$ cat config.mk
export PLATFORM = sky130hd
export DESIGN_NAME = cartridge_bank_mapper_with_irq
export DESIGN_NICKNAME = d
export VERILOG_FILES = /design/src/rtl/core/cbm_pkg.sv /design/src/rtl/core/cbm_mapper.sv /design/src/rtl/core/cartridge_bank_mapper_with_irq.sv
export VERILOG_INCLUDE_DIRS = /design/src /design/src/rtl/core
export SDC_FILE = /design/constraint.sdc
export NUM_CORES = 1
export LEC_CHECK = 0
export BUFFER_PORTS_ARGS = -buffer_cell sky130_fd_sc_hd__buf_4
export CELL_PAD_IN_SITES_DETAIL_PLACEMENT = 1
export CELL_PAD_IN_SITES_GLOBAL_PLACEMENT = 2
export CORE_MARGIN = 1.5
export CORE_UTILIZATION = 45
export DETAILED_ROUTE_END_ITERATION = 10
export GPL_TIMING_DRIVEN = 0
export PLACE_DENSITY_LB_ADDON = 0.05
export SLEW_MARGIN = 20
export SYNTH_ARGS = -nofsm -noshare
export SYNTH_HDL_FRONTEND = slang
export SYNTH_HIERARCHICAL = 1
export SYNTH_SLANG_ARGS = --single-unit
$ cat constraint.sdc
create_clock -name clk -period 10.2 [get_ports clk]
set_input_delay 0.51 -clock clk [delete_from_list [all_inputs] [get_ports clk]]
set_output_delay 0.51 -clock clk [all_outputs]
set_load 0.02 [all_outputs]
$ cat src/rtl/core/cartridge_bank_mapper_with_irq_defines.svh
// assertion helpers for the mapper rtl
`ifndef CARTRIDGE_BANK_MAPPER_WITH_IRQ_DEFINES_SVH
`define CARTRIDGE_BANK_MAPPER_WITH_IRQ_DEFINES_SVH

// same-cycle implication, off during reset
`define CBM_ASSERT_NOW(label, ante, cons, msg) \
  label: assert property (@(posedge clk) disable iff (rst) (ante) |-> (cons)) \
    else $error(msg);

// next-cycle implication, off during reset
`define CBM_ASSERT_NEXT(label, ante, cons, msg) \
  label: assert property (@(posedge clk) disable iff (rst) (ante) |=> (cons)) \
    else $error(msg);

`endif

$ cat src/rtl/core/cbm_pkg.sv
package cbm_pkg;

  typedef enum logic [1:0] {
    FUNC_WRITE,
    FUNC_READ,
    FUNC_TRANSLATE,
    FUNC_TICK
  } func_t;

  typedef enum logic [2:0] {
    KIND_PRG_ROM,
    KIND_CHR_ROM,
    KIND_CHR_RAM,
    KIND_NT_RAM,
    KIND_BOARD_DEFAULT,
    KIND_UNMAPPED
  } kind_t;

  localparam int CFG_INDEX_W = 4;
  localparam logic [CFG_INDEX_W-1:0] CFG_NT_ENABLE = 4'd0;
  localparam logic [CFG_INDEX_W-1:0] CFG_LAST_BANK = 4'd1;

  // cpu address bits 15..11
  localparam logic [4:0] SEL_IRQ_LO = 5'h0A;
  localparam logic [4:0] SEL_IRQ_HI = 5'h0B;
  localparam logic [4:0] SEL_PRG0   = 5'h1C;
  localparam logic [4:0] SEL_PRG1   = 5'h1D;
  localparam logic [4:0] SEL_PRG2   = 5'h1E;

  localparam logic [2:0]  RAM_PAGE_TOP = 3'b111;  // value >= 0xE0
  localparam logic [14:0] COUNT_MAX    = 15'h7FFF;

  typedef struct packed {
    func_t       func;
    logic [15:0] address;
    logic [7:0]  data;
  } item_t;

  typedef struct packed {
    logic [7:0] read_data;
    logic       irq_line;
    kind_t      target_kind;
    logic [7:0] bank_number;
  } result_t;

  typedef struct packed {
    logic       nt_enable;
    logic [5:0] last_bank;
  } cfg_t;

endpackage

$ cat src/rtl/core/cbm_mapper.sv
module cbm_mapper import cbm_pkg::*; (
  input  logic    clk,
  input  logic    rst,
  input  logic    step,
  input  item_t   item,
  input  cfg_t    cfg,
  output result_t res
);

  logic [8:0]  pattern_banks [8];
  logic [7:0]  nt_sel [4];
  logic [5:0]  prg_banks [3];
  logic        dis_low;
  logic        dis_high;
  logic [14:0] count;
  logic        irq_en;
  logic        pending;

  logic [8:0]  pattern_next;
  logic        pattern_we;
  logic [7:0]  nt_next;
  logic        nt_we;
  logic [5:0]  prg_next;
  logic [2:0]  prg_we;
  logic        dis_low_next;
  logic        dis_high_next;
  logic [14:0] count_next;
  logic        irq_en_next;
  logic        pending_next;

  always_comb begin
    logic [4:0]  sel;
    logic        dis;
    logic [13:0] pa;
    logic [8:0]  pat;
    logic [7:0]  s;
    sel = item.address[15:11];
    pa  = item.address[13:0];
    dis = item.address[13] ? dis_high : dis_low;
    pat = pattern_banks[pa[12:10]];
    s   = nt_sel[pa[11:10]];

    pattern_next  = {1'b0, item.data};
    pattern_we    = 1'b0;
    nt_next       = item.data;
    nt_we         = 1'b0;
    prg_next      = item.data[5:0];
    prg_we        = 3'b000;
    dis_low_next  = dis_low;
    dis_high_next = dis_high;
    count_next    = count;
    irq_en_next   = irq_en;
    pending_next  = pending;

    res.read_data   = 8'd0;
    res.target_kind = KIND_UNMAPPED;
    res.bank_number = 8'd0;

    case (item.func)
      FUNC_WRITE: begin
        if (sel == SEL_IRQ_LO) begin
          pending_next = 1'b0;
          count_next   = {count[14:8], item.data};
        end else if (sel == SEL_IRQ_HI) begin
          pending_next = 1'b0;
          count_next   = {item.data[6:0], count[7:0]};
          irq_en_next  = item.data[7];
        end else if (item.address[15:14] == 2'b10) begin
          pattern_we = 1'b1;
          // ram page chosen at write time, offset from 0xe0
          if (!dis && item.data[7:5] == RAM_PAGE_TOP) begin
            pattern_next = {1'b1, 3'b000, item.data[4:0]};
          end
        end else if (item.address[15:13] == 3'b110) begin
          nt_we = cfg.nt_enable;
        end else if (sel == SEL_PRG0) begin
          prg_we = 3'b001;
        end else if (sel == SEL_PRG1) begin
          prg_we        = 3'b010;
          dis_low_next  = item.data[6];
          dis_high_next = item.data[7];
        end else if (sel == SEL_PRG2) begin
          prg_we = 3'b100;
        end
      end
      FUNC_READ: begin
        if (sel == SEL_IRQ_LO) begin
          pending_next  = 1'b0;
          res.read_data = count[7:0];
        end else if (sel == SEL_IRQ_HI) begin
          pending_next  = 1'b0;
          res.read_data = {irq_en, count[14:8]};
        end else if (item.address[15]) begin
          res.target_kind = KIND_PRG_ROM;
          case (item.address[14:13])
            2'd0:    res.bank_number = {2'b00, prg_banks[0]};
            2'd1:    res.bank_number = {2'b00, prg_banks[1]};
            2'd2:    res.bank_number = {2'b00, prg_banks[2]};
            default: res.bank_number = {2'b00, cfg.last_bank};
          endcase
        end
      end
      FUNC_TRANSLATE: begin
        if (!pa[13]) begin
          res.target_kind = pat[8] ? KIND_CHR_RAM : KIND_CHR_ROM;
          res.bank_number = pat[7:0];
        end else if (cfg.nt_enable) begin
          if (s[7:5] == RAM_PAGE_TOP) begin
            res.target_kind = KIND_NT_RAM;
            res.bank_number = {7'd0, s[0]};
          end else begin
            res.target_kind = KIND_CHR_ROM;
            res.bank_number = s;
          end
        end else begin
          res.target_kind = KIND_BOARD_DEFAULT;
        end
      end
      default: begin
        if (irq_en) begin
          if (count == COUNT_MAX) begin
            pending_next = 1'b1;
            count_next   = 15'd0;
          end else begin
            count_next = count + 15'd1;
          end
        end
      end
    endcase

    res.irq_line = pending_next;
  end

  always_ff @(posedge clk) begin
    if (rst) begin
      for (int i = 0; i < 8; i++) pattern_banks[i] <= 9'd0;
      for (int i = 0; i < 4; i++) nt_sel[i] <= 8'd0;
      for (int i = 0; i < 3; i++) prg_banks[i] <= 6'd0;
      dis_low  <= 1'b0;
      dis_high <= 1'b0;
      count    <= 15'd0;
      irq_en   <= 1'b0;
      pending  <= 1'b0;
    end else if (step) begin
      if (pattern_we) pattern_banks[item.address[13:11]] <= pattern_next;
      if (nt_we) nt_sel[item.address[12:11]] <= nt_next;
      for (int i = 0; i < 3; i++) begin
        if (prg_we[i]) prg_banks[i] <= prg_next;
      end
      dis_low  <= dis_low_next;
      dis_high <= dis_high_next;
      count    <= count_next;
      irq_en   <= irq_en_next;
      pending  <= pending_next;
    end
  end

endmodule

$ cat src/rtl/core/cartridge_bank_mapper_with_irq.sv
// pipeline: an accepted item is registered in the first stage, then in the result register,
// from which its result transfers out; one item per cycle sustained, limited only by
// result_stall through the result register
// reset: synchronous, active high; clears the valid flags of both stages, all bank,
// selector and irq state to zero, selectors enabled and last program bank 63
`include "cartridge_bank_mapper_with_irq_defines.svh"

module cartridge_bank_mapper_with_irq import cbm_pkg::*; (
  input  logic                   clk,
  input  logic                   rst,
  input  logic                   item_valid,
  output logic                   item_stall,
  input  item_t                  item,
  output logic                   result_valid,
  input  logic                   result_stall,
  output result_t                result,
  input  logic                   cfg_valid,
  output logic                   cfg_ready,
  input  logic [CFG_INDEX_W-1:0] cfg_index,
  input  logic [7:0]             cfg_data
);

  logic    s1_valid;
  item_t   s1_item;
  logic    s1_go;
  logic    s1_ctr_read;
  cfg_t    cfg;
  result_t res;

  assign s1_go      = s1_valid && (!result_valid || !result_stall);
  assign item_stall = s1_valid && !s1_go;
  assign cfg_ready  = 1'b1;

  // counter area read leaving the first stage
  assign s1_ctr_read = s1_go && s1_item.func == FUNC_READ && s1_item.address[15:12] == 4'h5;

  cbm_mapper u_mapper (
    .clk  (clk),
    .rst  (rst),
    .step (s1_go),
    .item (s1_item),
    .cfg  (cfg),
    .res  (res)
  );

  always_ff @(posedge clk) begin
    if (rst) begin
      s1_valid      <= 1'b0;
      result_valid  <= 1'b0;
      cfg.nt_enable <= 1'b1;
      cfg.last_bank <= 6'd63;
    end else begin
      if (!item_stall) s1_valid <= item_valid;
      if (s1_go) begin
        result_valid <= 1'b1;
      end else if (!result_stall) begin
        result_valid <= 1'b0;
      end
      if (cfg_valid && cfg_ready) begin
        case (cfg_index)
          CFG_NT_ENABLE: cfg.nt_enable <= cfg_data[0];
          CFG_LAST_BANK: cfg.last_bank <= cfg_data[5:0];
          default: ;
        endcase
      end
    end
  end

  // payload, no reset
  always_ff @(posedge clk) begin
    if (item_valid && !item_stall) s1_item <= item;
    if (s1_go) result <= res;
  end

  `CBM_ASSERT_NOW(a_stall_needs_item, item_stall, s1_valid && result_valid, "stall with empty stage")
  `CBM_ASSERT_NEXT(a_transfer_fills_stage, item_valid && !item_stall, s1_valid, "transfer lost")
  `CBM_ASSERT_NEXT(a_ctr_read_clears_irq, s1_ctr_read, result_valid && !result.irq_line, "irq kept")

endmodule
-- Word level (Yosys, flattened, before mapping)
Memory sizes are Yosys's and may differ from the RTL's. A register that Yosys moved wholly into a read port is not among the register bits.
Index checks and enable logic that the tools add are counted.
- register bits after elaboration: 74
- memory bits (writable): 122
- input port bits: 43
- output and inout bits: 23
- word-level logic and storage cells: 153
- memories: 3
- memories (memory ; depth ; bits a word ; read ports ; clocked after memory_dff ; write ports ; line ; RTL):
    u_mapper.pattern_banks ; 8 ; 9 ; 1 ; 1 ; 8 ; cbm_mapper.sv:10 ; logic [8:0] pattern_banks [8];
    u_mapper.nt_sel ; 4 ; 8 ; 1 ; 1 ; 4 ; cbm_mapper.sv:11 ; logic [7:0] nt_sel [4];
    u_mapper.prg_banks ; 3 ; 6 ; 3 ; 0 ; 3 ; cbm_mapper.sv:12 ; logic [5:0] prg_banks [3];
- add/sub/neg operators: 1
- equal/unequal tests: 19
- muxes and demuxes: 80
- bitwise operators: 9
- reduce and logical (&&, ||, !) cells: 24
- operator list (kind ; count):
    15-bit 2-to-1 mux ; 4
    9-bit 2-to-1 mux ; 6
    11-bit 2-to-1 mux ; 4
    1-bit 2-to-1 mux ; 40
    3-bit 2-to-1 mux ; 11
    8-bit 2-to-1 mux ; 4
    15-bit one-hot mux with 2 select lines ; 1
    11-bit one-hot mux with 2 select lines ; 1
    6-bit 2-to-1 mux ; 3
    6-bit one-hot mux with 3 select lines ; 1
    15-bit by 1-bit adder with 15-bit output (second input constant) ; 1
    15-bit equality test (second input constant) ; 1
    5-bit equality test (second input constant) ; 3
    5-bit by 4-bit equality test with 1-bit output (second input constant) ; 2
    10-bit 2-to-1 mux ; 1
    3-bit equality test (second input constant) ; 3
    9-bit OR reduction ; 1
    4-bit AND reduction ; 2
    8-bit AND reduction ; 1
    8-bit OR reduction ; 1
    2-bit equality test (second input constant) ; 3
    2-bit 2-to-1 mux ; 3
    2-bit by 1-bit != test with 1-bit output (second input constant) ; 3
    1-bit inverter ; 6
    14 further kinds ; 27

-- Logic depth before layout (Yosys ltp)
- depth in word-level cells: 14
- gate-level depth with buffers: 8
- depth with buffers taken out: 6

-- Hierarchy
Netlist, hierarchy kept.
- modules (own cells, without submodules) (module ; instances ; cells an instance ; area an instance (um2) ; seq. area each (um2)):
    cbm_mapper ; 1 ; 607 ; 7257.0 ; 4043.9
    cartridge_bank_mapper_with_irq ; 1 ; 82 ; 1761.7 ; 1561.5

-- Least setup slack after synthesis
Ideal clock, no wire load.
- kind: input to register
- start: input result_stall
- end: memory u_mapper.pattern_banks[4][0], enable pin
- library setup time: 0.340 ns
- arrival time: 3.634 ns
- required time: 9.860 ns
- setup slack: 6.225 ns
- cell stages on the path: 5
- buffers on the path: 0
- cell sequence: a21boi_0 > nand2b_1 > nor4b_2 > nand2_1 > nand2b_1
- RTL lines (item ; line ; RTL):
    start: declaration ; cartridge_bank_mapper_with_irq.sv:15 ; input logic result_stall,
    end: declaration ; cbm_mapper.sv:10 ;

==> results.yml <==
setup_path:
  critical_path_class: "flop to flop"
  critPathBufInv: 1
  max_stage_delay_ns: 0.65
  path_cells: "a21boi_4, buf_16, nand2b_1, nor4_2, nand2_1, nand2b_1"
  cp-end-kind: "flop"
  cp-start-kind: "flop"
  cpMostUsedCell: "nand2b_1"
  cp_data_arrival_time_ns: 3.24
  slowest_stage: "nor4_2"
  rrSetupSlack_ns: 7.02
  worst_ep_required_time_ns: 10.26
  crit_family: "simple AND/OR/NAND/NOR gates"
  path_max_fanout: 18
clock_tree:
  cts_resized: 0
  postCtsHoldBufs: 0
  postCtsSetupRepairBufs: 0
  cts-root-buf: "clkbuf_16"
  cts_tree: "done"
  cts.path.max_buffers: 2
  clk_pin_slew_worst_paths_ns: 0.07
  cts_made_buffers: 17
  cts_num_sinks: 186
  insertion_delay_ns: 0.43
  htreeDepth: 4
finish:
  nets: 799
  multiInputGateArea_mm2: 0.00311
  design_area_mm2: 0.0101
  seq_area_mm2: 0.00531
  utilization: 0.535
  layout_common_cells: "edfxtp_1, nor2_1, buf_4, and3_1, clkbuf_1"
  drive_gt1_frac: 0.200
  area_delta_synth_final_pct: 15.6
  n_fill_cell: 1921
  layout_commonest_cell: "edfxtp_1"
floorplan:
  dieWidth_um: 142
  die_y_um: 142
  io_pins: 66
  rows: 50
  die_area_mm2: 0.0202
  fp.coreArea_mm2: 0.0188
  initial_core_util: 0.463
global_route:
  grt_max_degree: 19
  grt_pass1_vias: 6224
  grt_pass1_wl_mm: 37.1
  antenna_found_initial: 1
  gr-total-overflow: 0
  grt_usage: 0.253
power_and_ir_drop:
  ir_drop_mv: 0.121
  leakagePower_nw: 3.82
  powerDensity_mw_per_mm2: 166
min_path:
  holdCritPathClass: "input port to flop"
drt:
  vias: 6026
  drtIter0Drc: 337
  routedWlPerCell_um: 23.8
  via_per_inst: 5.88
  finalWirelength_mm: 24.4
  ant_nets: 0
  dr.pass1.iters: 5
  route.detailed.drc: 0
sta:
  drv_slew: 0
  finalCritPeriodShare: 0.312
  fmax_mhz: 314
  setup_violations: 0
  min_period_ns: 3.18
  max_slew_margin: 0.436
  fin_ws_ns: 7.02
  tightest_slew_ns: 0.842
  setup_tns_ns: 0
  skew_ns: 0.0136
  rsz0062_at_grt: "false"
  hold_violations: 0
placement:
  gp_congestion: 0.866
  portBuffers: 52
  dp_hpwl_mm: 17.5
  dp_slack_ns: 6.73
  place_area_mm2: 0.00948
status:
  status: "complete, no violations"
logic_synthesis:
  netlist_area_mm2: 0.00872
  postSynthAreaPerCell_um2: 12.8
  yosysWarnings: 6
  syn_nets: 727
  synthCells: 679
run:
  max_cap_viol_count: 0
-- final cells by class --
| class | instances | area share |
|---|---|---|
| clock buffers | 19 | 0.0430 |
| repair buffers | 53 | 0.0415 |
| multi-input cells | 423 | 0.309 |
| plain buffers | 53 | 0.0248 |
| diodes | 1 | 0.000248 |
| clock inverters | 13 | 0.0165 |
| inverters | 17 | 0.00633 |
| well taps | 260 | 0.0323 |
| flip-flops and latches | 186 | 0.526 |
-- layer usage --
| metal | track usage | wire (um) | vias to the layer above |
|---|---|---|---|
| met5 | 0 | 0 | - |
| met4 | 0.0928 | 559 | 0 |
| met3 | 0.0451 | 1180 | 31 |
| met2 | 0.412 | 11900 | 175 |
| met1 | 0.342 | 10800 | 3085 |
| li1 | - | - | 2735 |
-- worst paths after layout --
| kind | start | to | cells after the start |
|---|---|---|---|
| worst max-delay path | s1_valid | u_mapper/pattern_banks[0][2] | 6 |
| worst min register to register | cfg[1] | cfg[1] | 1 |
| worst min-delay path | item[1] | s1_item[1] | 1 |
| worst max register to register | s1_valid | u_mapper/pattern_banks[0][2] | 6 |
-- flip-flops by register name, indices dropped and copies added, names as in the netlist, 7 cells and up --
register / count
cfg: 7
result: 20
s1_item: 16
u_mapper/count: 15
u_mapper/nt_sel: 32
u_mapper/pattern_banks: 72
u_mapper/prg_banks: 18
-- through the flow --
stage | instances | hold slack, ns | power, W
after detailed placement | 992 | 0.462 | 0.00101
after global placement | 991 | 0.459 | 0.00100
after CTS | 1024 | 0.236 | 0.00168
final | 1025 | 0.250 | 0.00167
after global routing | 1024 | 0.236 | 0.00172
after floorplan | 679 | 0.430 | 0.000948
-- power breakdown --
group	internal [W]	switching, W
registers	0.000848	0.0000121
clock network	0.000389	0.000291
logic	0.0000482	0.0000818
Note: power is estimated with default switching activity, not from simulation.
